===== config.mk =====
export PLATFORM = sky130hd
export DESIGN_NAME = kline_response_frame_parser_flat
export DESIGN_NICKNAME = d
export VERILOG_FILES = /design/src/rtl/krfp_pkg.sv /design/src/rtl/krfp_if.sv /design/src/rtl/kline_response_frame_parser.sv /design/src/flat_wrapper.sv
export SDC_FILE = /design/constraint.sdc
export NUM_CORES = 1
export LEC_CHECK = 0
export ABC_AREA = 1
export BUFFER_PORTS_ARGS = -buffer_cell sky130_fd_sc_hd__buf_2
export CAP_MARGIN = 15
export CELL_PAD_IN_SITES_DETAIL_PLACEMENT = 2
export CELL_PAD_IN_SITES_GLOBAL_PLACEMENT = 2
export CORE_MARGIN = 2
export CORE_UTILIZATION = 38
export DETAILED_ROUTE_END_ITERATION = 7
export GPL_TIMING_DRIVEN = 0
export PLACE_DENSITY_LB_ADDON = 0.1
export SETUP_SLACK_MARGIN = 0.05
export SYNTH_ARGS = -nofsm -noshare
export SYNTH_HDL_FRONTEND = slang
export SYNTH_SLANG_ARGS = --single-unit

===== constraint.sdc =====
create_clock -name clk -period 3.86 [get_ports clk]
set_input_delay 0.965 -clock clk [delete_from_list [all_inputs] [get_ports clk]]
set_output_delay 0.965 -clock clk [all_outputs]
set_load 0.03 [all_outputs]

===== src/rtl/krfp_pkg.sv =====
// Package of types and codes shared by the K-line response frame parser files.
`timescale 1ns / 1ps
`default_nettype none
package krfp_pkg;

	localparam int unsigned MAX_PAYLOAD_DEF = 128;

	// status codes of an end of frame result
	localparam logic [2:0] ST_OK       = 3'd0;
	localparam logic [2:0] ST_ERROR    = 3'd1;
	localparam logic [2:0] ST_NEGATIVE = 3'd2;
	localparam logic [2:0] ST_OVERFLOW = 3'd3;
	localparam logic [2:0] ST_BAD_SUM  = 3'd4;

	// error causes
	localparam logic [1:0] EC_NONE     = 2'd0;
	localparam logic [1:0] EC_TIMEOUT  = 2'd1;
	localparam logic [1:0] EC_ZERO_LEN = 2'd2;

	// operation and result kinds
	localparam logic OP_BYTE    = 1'b0;
	localparam logic OP_TIMEOUT = 1'b1;
	localparam logic KIND_DATA   = 1'b0;
	localparam logic KIND_STATUS = 1'b1;

	typedef struct packed {
		logic       operation;
		logic [7:0] rx_byte;
	} item_t;

	typedef struct packed {
		logic       kind;
		logic [7:0] payload_byte;
		logic [7:0] payload_index;
		logic [7:0] service_id;
		logic [2:0] status;
		logic       checksum_good;
		logic [7:0] kept_count;
		logic [1:0] error_cause;
		logic       address_present;
	} result_t;

endpackage
`default_nettype wire


===== src/rtl/krfp_if.sv =====
// Valid/ready channel interfaces for items, results and the configuration write.
`timescale 1ns / 1ps
`default_nettype none
interface krfp_item_if;
	import krfp_pkg::*;
	logic  valid;
	logic  ready;
	item_t payload;
	modport source (output valid, output payload, input ready);
	modport sink (input valid, input payload, output ready);
endinterface

interface krfp_result_if;
	import krfp_pkg::*;
	logic    valid;
	logic    ready;
	result_t payload;
	modport source (output valid, output payload, input ready);
	modport sink (input valid, input payload, output ready);
endinterface

interface krfp_cfg_if;
	logic       valid;
	logic       ready;
	logic [8:0] data;
	modport source (output valid, output data, input ready);
	modport sink (input valid, input data, output ready);
endinterface
`default_nettype wire


===== src/rtl/kline_response_frame_parser.sv =====
// Top level of the K-line (ISO 14230-2) response frame parser.
//
// Usage:
//  - item: one transfer per received byte (operation 0) or per inter-byte
//    timeout (operation 1). Bytes first pass an echo discard of echo_skip
//    bytes, then the format byte, optional address pair, optional length
//    byte, service id, payload and checksum are parsed.
//  - result: one transfer per kept payload byte (kind 0) and one status
//    transfer (kind 1) at the checksum byte, a timeout or a zero length.
//  - cfg: a single write-only register, echo_skip; always ready. Write it
//    only while the block is idle; in the echo phase it restarts the count.
// Path: an accepted item lands in the input register, is parsed from there
// and its result is loaded into the result register when the item advances;
// a stalled result can hold that advance off.
// Throughput: one item per cycle while no result stalls; the per-byte parse
// is a small state update between the input register and the result register.
// Reset: arst_n clears the frame state to the echo phase, echo_skip to zero
// and drops both valid flags.
// Stall: while a result waits and result.ready is low, an item that makes
// no result still advances; one that makes a result holds in the input
// register and item.ready drops until the result is taken.
`timescale 1ns / 1ps
`default_nettype none
module kline_response_frame_parser #(
	parameter int unsigned MAX_PAYLOAD = krfp_pkg::MAX_PAYLOAD_DEF
) (
	input  wire            clk,
	input  wire            arst_n,
	krfp_cfg_if.sink       cfg,
	krfp_item_if.sink      item,
	krfp_result_if.source  result
);
	import krfp_pkg::*;

	// parse phases
	localparam logic [2:0] PH_ECHO   = 3'd0;
	localparam logic [2:0] PH_ADDR   = 3'd1;
	localparam logic [2:0] PH_EXTLEN = 3'd2;
	localparam logic [2:0] PH_SID    = 3'd3;
	localparam logic [2:0] PH_DATA   = 3'd4;
	localparam logic [2:0] PH_CSUM   = 3'd5;

	localparam logic [7:0] MaxKept = 8'(MAX_PAYLOAD);
	localparam logic [7:0] SidNegative = 8'h7F;

	// configuration
	logic [8:0] echo_skip_q;

	// frame state
	logic [2:0] phase_q;
	logic [8:0] echo_left_q;
	logic [1:0] address_left_q;
	logic [7:0] bytes_left_q;
	logic [7:0] running_sum_q;
	logic [7:0] sid_held_q;
	logic [7:0] kept_bytes_q;
	logic       overflowed_q;
	logic       address_seen_q;

	// next state from the parse
	logic [2:0] phase_d;
	logic [8:0] echo_left_d;
	logic [1:0] address_left_d;
	logic [7:0] bytes_left_d;
	logic [7:0] running_sum_d;
	logic [7:0] sid_held_d;
	logic [7:0] kept_bytes_d;
	logic       overflowed_d;
	logic       address_seen_d;

	// input register
	logic  valid_s1;
	item_t item_s1;

	// result register
	logic    res_valid_q;
	result_t res_q;

	logic    produce;
	result_t res_d;
	logic    restart;
	logic    advance;
	logic    item_xfer;
	logic    cfg_xfer;
	logic [1:0] mode;
	logic [7:0] sum_add;
	logic    good;

	assign cfg.ready = 1'b1;
	assign cfg_xfer  = cfg.valid;

	// Advance the input register unless its result would overwrite one
	// still waiting on a stalled receiver.
	assign advance    = valid_s1 && (!res_valid_q || result.ready || !produce);
	assign item.ready = !valid_s1 || advance;
	assign item_xfer  = item.valid && item.ready;

	assign result.valid   = res_valid_q;
	assign result.payload = res_q;

	assign mode    = item_s1.rx_byte[7:6];
	assign sum_add = running_sum_q + item_s1.rx_byte;
	assign good    = (running_sum_q == item_s1.rx_byte);

	always_comb begin
		phase_d        = phase_q;
		echo_left_d    = echo_left_q;
		address_left_d = address_left_q;
		bytes_left_d   = bytes_left_q;
		running_sum_d  = running_sum_q;
		sid_held_d     = sid_held_q;
		kept_bytes_d   = kept_bytes_q;
		overflowed_d   = overflowed_q;
		address_seen_d = address_seen_q;
		produce        = 1'b0;
		restart        = 1'b0;
		res_d                 = '0;
		res_d.service_id      = sid_held_q;
		res_d.kept_count      = kept_bytes_q;
		res_d.address_present = address_seen_q;

		if (item_s1.operation == OP_TIMEOUT) begin
			// a timeout ends the frame in any phase
			produce           = 1'b1;
			restart           = 1'b1;
			res_d.kind        = KIND_STATUS;
			res_d.status      = ST_ERROR;
			res_d.error_cause = EC_TIMEOUT;
		end else begin
			unique case (phase_q)
				PH_ECHO: begin
					if (echo_left_q != 9'd0) begin
						echo_left_d = echo_left_q - 9'd1;
					end else begin
						running_sum_d = item_s1.rx_byte;
						bytes_left_d  = {2'b00, item_s1.rx_byte[5:0]};
						// physical or functional addressing carries the address pair
						if (mode == 2'b10 || mode == 2'b11) begin
							address_seen_d = 1'b1;
							address_left_d = 2'd2;
							phase_d        = PH_ADDR;
						end else begin
							phase_d = (item_s1.rx_byte[5:0] == 6'd0) ? PH_EXTLEN : PH_SID;
						end
					end
				end
				PH_ADDR: begin
					running_sum_d  = sum_add;
					address_left_d = address_left_q - 2'd1;
					if (address_left_q == 2'd1) begin
						phase_d = (bytes_left_q == 8'd0) ? PH_EXTLEN : PH_SID;
					end
				end
				PH_EXTLEN: begin
					running_sum_d = sum_add;
					if (item_s1.rx_byte == 8'd0) begin
						produce           = 1'b1;
						restart           = 1'b1;
						res_d.kind        = KIND_STATUS;
						res_d.status      = ST_ERROR;
						res_d.error_cause = EC_ZERO_LEN;
					end else begin
						bytes_left_d = item_s1.rx_byte;
						phase_d      = PH_SID;
					end
				end
				PH_SID: begin
					sid_held_d    = item_s1.rx_byte;
					running_sum_d = sum_add;
					bytes_left_d  = bytes_left_q - 8'd1;
					phase_d       = (bytes_left_q == 8'd1) ? PH_CSUM : PH_DATA;
				end
				PH_DATA: begin
					running_sum_d = sum_add;
					if (kept_bytes_q < MaxKept) begin
						kept_bytes_d        = kept_bytes_q + 8'd1;
						produce             = 1'b1;
						res_d.kind          = KIND_DATA;
						res_d.payload_byte  = item_s1.rx_byte;
						res_d.payload_index = kept_bytes_q;
						res_d.kept_count    = kept_bytes_q + 8'd1;
					end else begin
						overflowed_d = 1'b1;
					end
					bytes_left_d = bytes_left_q - 8'd1;
					if (bytes_left_q == 8'd1) begin
						phase_d = PH_CSUM;
					end
				end
				PH_CSUM: begin
					produce             = 1'b1;
					restart             = 1'b1;
					res_d.kind          = KIND_STATUS;
					res_d.checksum_good = good;
					priority if (sid_held_q == SidNegative) begin
						res_d.status = ST_NEGATIVE;
					end else if (overflowed_q) begin
						res_d.status = ST_OVERFLOW;
					end else if (!good) begin
						res_d.status = ST_BAD_SUM;
					end else begin
						res_d.status = ST_OK;
					end
				end
				default: begin
					restart = 1'b1;
				end
			endcase
		end

		// back to the start of a frame
		if (restart) begin
			phase_d        = PH_ECHO;
			echo_left_d    = echo_skip_q;
			address_left_d = 2'd0;
			bytes_left_d   = 8'd0;
			running_sum_d  = 8'd0;
			sid_held_d     = 8'd0;
			kept_bytes_d   = 8'd0;
			overflowed_d   = 1'b0;
			address_seen_d = 1'b0;
		end
	end

	// frame state and configuration
	always_ff @(posedge clk or negedge arst_n) begin
		if (!arst_n) begin
			echo_skip_q    <= 9'd0;
			phase_q        <= PH_ECHO;
			echo_left_q    <= 9'd0;
			address_left_q <= 2'd0;
			bytes_left_q   <= 8'd0;
			running_sum_q  <= 8'd0;
			sid_held_q     <= 8'd0;
			kept_bytes_q   <= 8'd0;
			overflowed_q   <= 1'b0;
			address_seen_q <= 1'b0;
		end else begin
			if (advance) begin
				phase_q        <= phase_d;
				echo_left_q    <= echo_left_d;
				address_left_q <= address_left_d;
				bytes_left_q   <= bytes_left_d;
				running_sum_q  <= running_sum_d;
				sid_held_q     <= sid_held_d;
				kept_bytes_q   <= kept_bytes_d;
				overflowed_q   <= overflowed_d;
				address_seen_q <= address_seen_d;
			end
			// a write in the echo phase restarts the echo count
			if (cfg_xfer) begin
				echo_skip_q <= cfg.data;
				if (phase_q == PH_ECHO) begin
					echo_left_q <= cfg.data;
				end
			end
		end
	end

	// input register
	always_ff @(posedge clk or negedge arst_n) begin
		if (!arst_n) begin
			valid_s1 <= 1'b0;
		end else if (item_xfer) begin
			valid_s1 <= 1'b1;
		end else if (advance) begin
			valid_s1 <= 1'b0;
		end
	end

	always_ff @(posedge clk) begin
		if (item_xfer) begin
			item_s1 <= item.payload;
		end
	end

	// result register: load on a producing advance, drop once taken
	always_ff @(posedge clk or negedge arst_n) begin
		if (!arst_n) begin
			res_valid_q <= 1'b0;
		end else if (advance && produce) begin
			res_valid_q <= 1'b1;
		end else if (result.ready) begin
			res_valid_q <= 1'b0;
		end
	end

	always_ff @(posedge clk) begin
		if (advance && produce) begin
			res_q <= res_d;
		end
	end

endmodule
`default_nettype wire


===== src/flat_wrapper.sv =====
// flat-port wrapper written by rule: the top's interface ports become plain ports
module kline_response_frame_parser_flat import krfp_pkg::*;
#(
	parameter int unsigned MAX_PAYLOAD = krfp_pkg::MAX_PAYLOAD_DEF
)
  (clk, arst_n, cfg_valid, cfg_data, cfg_ready, item_valid, item_payload, item_ready, result_valid, result_payload, result_ready);
  krfp_cfg_if cfg_i ();
  krfp_item_if item_i ();
  krfp_result_if result_i ();
  input  wire clk;
  input  wire arst_n;
  input wire logic [$bits(cfg_i.valid)-1:0] cfg_valid;
  input wire logic [$bits(cfg_i.data)-1:0] cfg_data;
  output wire logic [$bits(cfg_i.ready)-1:0] cfg_ready;
  input wire logic [$bits(item_i.valid)-1:0] item_valid;
  input wire logic [$bits(item_i.payload)-1:0] item_payload;
  output wire logic [$bits(item_i.ready)-1:0] item_ready;
  output wire logic [$bits(result_i.valid)-1:0] result_valid;
  output wire logic [$bits(result_i.payload)-1:0] result_payload;
  input wire logic [$bits(result_i.ready)-1:0] result_ready;
  assign cfg_i.valid = cfg_valid;
  assign cfg_i.data = cfg_data;
  assign cfg_ready = cfg_i.ready;
  assign item_i.valid = item_valid;
  assign item_i.payload = item_payload;
  assign item_ready = item_i.ready;
  assign result_valid = result_i.valid;
  assign result_payload = result_i.payload;
  assign result_i.ready = result_ready;
  kline_response_frame_parser #(.MAX_PAYLOAD(MAX_PAYLOAD)) u_core (.clk(clk), .arst_n(arst_n), .cfg(cfg_i), .item(item_i), .result(result_i));
endmodule

# After elaboration in Yosys (flattened, before gate mapping)
# Index checks and enable logic that the tools add are counted.
# classes
add_sub_neg	5
mul	0
div_mod_pow	0
n_lt_le_gt_ge	1
eq_ne	19
shifts	0
mux	67
bitwise_logic	4
n_reduce_logical	39
# ops
op	n
8-bit 2-to-1 mux	15
9-bit 2-to-1 mux	7
3-bit 2-to-1 mux	10
8-bit one-hot mux with 3 select lines	1
1-bit 2-to-1 mux	22
8-bit zero test	2
8-bit one-hot mux with 2 select lines	1
3-bit one-hot mux with 5 select lines	1
5-bit AND reduction	3
2-bit nonzero test	6
2-bit 2-to-1 mux	5
3-bit by 1-bit inequality test with 1-bit output, second input constant	3
9-bit nonzero test	1
9-bit by 1-bit subtractor with 9-bit output, second input constant	1
8-bit by 1-bit adder with 8-bit output, second input constant	1
8-bit adder	1
8-bit by 1-bit == test with 1-bit output, second input constant	1
8-bit by 7-bit == test with 1-bit output, second input constant	1
8-bit == test	1
8-bit less-than comparator, second input constant	1
4-bit AND reduction	2
4-bit OR reduction	2
8-bit by 1-bit subtractor with 8-bit output, second input constant	1
7-bit AND reduction	1
26 further kinds	45
# totals
ff_bits	108
latch_bits	0
ram_bits	0
mem_bits_ro	0
inputBits	23
output_inout_bits	43
wordCells	159
n_memories	0

# Logic depth before layout (Yosys ltp)
# logic_depth
word_depth	10
depth_mapped	13

# Worst setup path before layout
# No wires, ideal clock.
# synth_path
path_type	input to register
startpoint	in result_ready
endpoint	reg u_core.res_q (netlist bit u_core.result.payload[0]), enable pin
setup_ns	0.395
arrival_ns	2.336
required_ns	3.465
path_slack_ns	1.130
path_stages	8
path_cell_list	nor2_1 nand2_2 nand2_4 buf_6 inv_2 buf_6 nand2_1 inv_1
# synth_between
elab_chain_cells	4
# synth_rtl
element	line_no	rtl
from (decl)	flat_wrapper.sv:20	input wire logic [$bits(result_i.ready)-1:0] result_ready;
1-bit logical OR (2 in series)	kline_response_frame_parser.sv:94	assign advance = valid_s1 && (!res_valid_q || result.ready || !produce);
1-bit logical AND	kline_response_frame_parser.sv:94	
1-bit logical AND	kline_response_frame_parser.sv:289	if (advance && produce) begin
to (signal assigned)	kline_response_frame_parser.sv:290	res_q <= res_d;
to (decl)	kline_response_frame_parser.sv:77	result_t res_q;
# No other way between the ends.
# A chain may end at the register's enable or synchronous reset.

# Worst setup path in the final report
# layout_path
startpoint	reg u_core.item_s1[5] (netlist bit)
endpoint	out item_ready
# layout_between
elab_chain_cells	8
# layout_rtl
element	line_no	rtl
from (decl)	kline_response_frame_parser.sv:73	item_t item_s1;
from (signal assigned)	kline_response_frame_parser.sv:273	item_s1 <= item.payload;
8-bit zero test	kline_response_frame_parser.sv:156	if (item_s1.rx_byte == 8'd0) begin
1-bit 2-to-1 mux	kline_response_frame_parser.sv:156	
1-bit one-hot mux with 3 select lines	kline_response_frame_parser.sv:130	unique case (phase_q)
1-bit 2-to-1 mux	kline_response_frame_parser.sv:122	if (item_s1.operation == OP_TIMEOUT) begin
1-bit zero test	kline_response_frame_parser.sv:94	
1-bit logical OR	kline_response_frame_parser.sv:94	
1-bit logical AND	kline_response_frame_parser.sv:94	
1-bit logical OR	kline_response_frame_parser.sv:95	assign item.ready = !valid_s1 || advance;
to (decl)	flat_wrapper.sv:17	output wire logic [$bits(item_i.ready)-1:0] item_ready;
# No other way between the ends.

==> impl_results.md <==
- Gpl congestion: 0.831
- Max Buffers Root-to-Sink: 2
- Worst-margin pin slew: approximately 0.85 ns
- CP max stage cell: edfxtp_1
- DRT Pass-1 Iters: 4
- Critical path fanouts, max: 4
- Total clock sinks: about 110
- First-pass GRT wire length: ~28000 µm
- Hpwl dp: between 10000 and 15000 µm
- Crit path cell chain: inv_1 -> nand2_1 -> nor2_1 -> nand2_2 -> nand3_2 -> nand3_1 -> buf_2
- Power density over the cells: 682 nW/µm²
- Crit Reg-Reg Endpoint: u_core.result.payload[39]$_SDFFCE_PP1P_
- CP max stage delay: about 0.45 ns
- Routed len/inst: 19.5 µm
- Starting Density: 39.2%
- Post-Synthesis Cell Area: about 5500 µm²
- Final Hold Fails: 0
- Worst Clk Skew: between 0.01 and 0.015 ns
- Worst Path Required: 2.89 ns
- Overall routed net length: around 17000 µm
- Syn nets: between 600 and 700
- Seq/Total Area, Yosys: ~54%
- TritonCTS clock tree: yes
- Worst vdd ir: between 0.2 and 0.25 mV
- Final nets: about 740
- Post-CTS Resized: 0
- Ant. Diodes: 0
- Via count: 4718
- Layout area overhead: 15.7%
- Lkg Pwr: just under 3 nW
- Commonest non-fill, non-tap cell in the layout: nand2_1
- WHS Endpoint: u_core.result.payload[22]$_DFFE_PP_
- Cell variety after synth: 39
- CP delay by family, top: simple AND/OR/NAND/NOR gates
- Share of cells above drive strength 1: around 17%
- CTS Buf Count: 9
- Final setup fails: 0
- CP Data Arrival Time: 1.88 ns
- 1st-iter DRT viols: ~230
- Largest net degree at the start of global routing: 60
- DRT antenna net count: 0
- Outcome: completed
- R2R setup slack: 1.18 ns
- HP Class: reg2reg
- Via-per-instance ratio: between 5 and 6
- Core box area: 13900 µm²
- Worst-path clk slew: roughly 0.080 ns
- Reg2reg start: u_core.item_s1[7]$_DFFE_PP_
- Met1 Wirelength: between 7000 and 8000 µm
- Vias in the first global route: 5187
- # DRC: 0
- Most frequent cells in the layout: nand2_1, nor2_1, buf_2
- WHS Path Cells: 0
- Crit start category: flop
- Chip width: 124 µm
- Syn Inst Count: approximately 630
- Crit path buf inv count: 2
- Post-Syn Area per Cell: about 8.7 µm²
- # IOs: 66
- GRT Total Usage: around a quarter
- Setup Buffers After CTS: 0
- Full die area: 15300 µm²
- Worst hold margin: 0.471 ns
- Maximum operating frequency: 351 MHz
- H-Tree Depth: 3
- Final min period: 2.85 ns
- Crit Path Category: reg2out
- Worst Reg-to-Reg Cells: 13
- Post-synth EDFFs: between 40 and 50
- # hold bufs at CTS: 0
- I/O Buffers: between 60 and 70
- RSZ-0062 raised after global routing: no
- Met2 routed WL: slightly below 9000 µm
- Main flop type after synthesis: dfrtp_1
- Max Transition Viols Final: 0
- Site Rows: between 40 and 50
- Congestion Overflow GR: 0
- Hold_sp: u_core.sid_held_q[7]$_DFFE_PN0P_
- Setup TNS: 0 ns
- Yosys warnings: 0
- Crit share post-route: 73.7%
- Fraction of registers with async set/reset: between 50% and 60%
- WL met3: slightly below 500 µm
- Uppermost layer routed: met4
- Initial antenna violation count: 0
- Max-slew headroom: between 40% and 50%
- Util after Layout: a little under half
- Max_cap viols: 0
- #FFs+latches synth: ~110
- Root buffer cell: clkbuf_16
- Chip Height: approximately 120 µm
- Clock Latency Late Sink: 0.36 ns
- Crit end category: output pin
## flip-flops by register name (all words and copies together) (netlist names)
register               cells
u_core.result.payload     40
u_core.echo_left_q         9
u_core.echo_skip_q         9
u_core.item_s1             9
u_core.bytes_left_q        8
u_core.kept_bytes_q        8
u_core.running_sum_q       8
u_core.sid_held_q          8
u_core.phase_q             3
u_core.address_left_q      2
u_core.address_seen_q      1
u_core.overflowed_q        1
u_core.result.valid        1
u_core.valid_s1            1
## power by group
part | internal (mW) | switching (mW) | leakage, nW
logic | 0.534 | 1.20 | 1.56
registers | 1.47 | 0.189 | 1.24
clock network | 0.460 | 0.456 | 0.132
total | 2.47 | 1.85 | 2.93
## synth_stat cells (8+ instances only)
| master | instances | share of area, % |
|---|---|---|
| o22ai_1 | 12 | 1.4 |
| o21ai_0 | 43 | 3.9 |
| nand3_1 | 39 | 3.6 |
| a21oi_1 | 35 | 3.2 |
| edfxtp_1 | 49 | 27 |
| nor3_1 | 10 | 0.92 |
| ha_1 | 13 | 3.0 |
| nand2_1 | 134 | 9.2 |
| buf_2 | 8 | 0.73 |
| xor2_1 | 9 | 1.4 |
| nor2_1 | 73 | 5.0 |
| inv_1 | 70 | 4.8 |
| nand4_1 | 12 | 1.4 |
| dfrtp_1 | 59 | 27 |
## worst max path at each step
| stage | start | to | slack, ns | cells after the start |
|---|---|---|---|---|
| 6_report | u_core.item_s1[5]$_DFFE_PP_ | item_ready | 1.01 | 7 |
| 5_1_grt | u_core.item_s1[4]$_DFFE_PP_ | item_ready | 0.85 | 7 |
| 3_5_place_dp | result_ready | u_core.result.payload[18]$_DFFE_PP_ | 1.06 | 10 |
| 3_3_place_gp | result_ready | u_core.result.payload[34]$_SDFFCE_PP0P_ | 0.68 | 9 |
| 2_1_floorplan | result_ready | u_core.result.payload[0]$_DFFE_PP_ | 1.13 | 8 |
| 4_1_cts | u_core.item_s1[4]$_DFFE_PP_ | item_ready | 0.98 | 7 |
## layout make-up
cell class	count	area [µm²]
fillers	1576	7610
flip-flops and latches	108	2950
multi-input cells	422	2120
repair buffers	65	350
inverters	76	285
clock buffers	10	239
well taps	180	225
plain buffers	19	111
clock inverters	6	45.0
## through the flow
stage               std cells  setup slack (ns)  area, µm²  power [mW]
global route              886             0.851       6320        4.63
CTS                       886             0.982       6320        4.36
floorplan                 625              1.13       5460        2.85
detailed placement        870              1.06       6040        3.41
finish                    886              1.01       6320        4.31
global placement          869             0.682       6010        3.26
## layer usage
metal | vias up | track usage (%)
met5 | - | 0
met4 | 0 | 7.60
met3 | 19 | 3.02
met2 | 73 | 44.2
met1 | 2398 | 30.2
li1 | 2228 | -
## worst reg2reg max path, cell delays in order, from the launching register on
cell,delay [ns]
edfxtp_1,0.49
inv_2,0.14
nand2_1,0.08
nor2_1,0.05
nand2_2,0.15
nand3_2,0.11
nand2_2,0.12
nand2_4,0.08
buf_6,0.16
inv_2,0.08
buf_6,0.15
nand2_1,0.08
inv_1,0.42
buf_16,0.26
## kinds of logic after synthesis
| group | count (synthesis) | synth area share, % |
|---|---|---|
| other | 2 | 0.138 |
| buffers and inverters | 95 | 7.26 |
| adders and majority gates | 14 | 3.34 |
| and+or+nand+nor | 287 | 22.8 |
| DFF | 108 | 54.0 |
| AOI/OAI and AO/OA | 109 | 10.9 |
| xor gates and xnor gates | 10 | 1.60 |
Note: power is estimated with default switching activity, not from simulation.
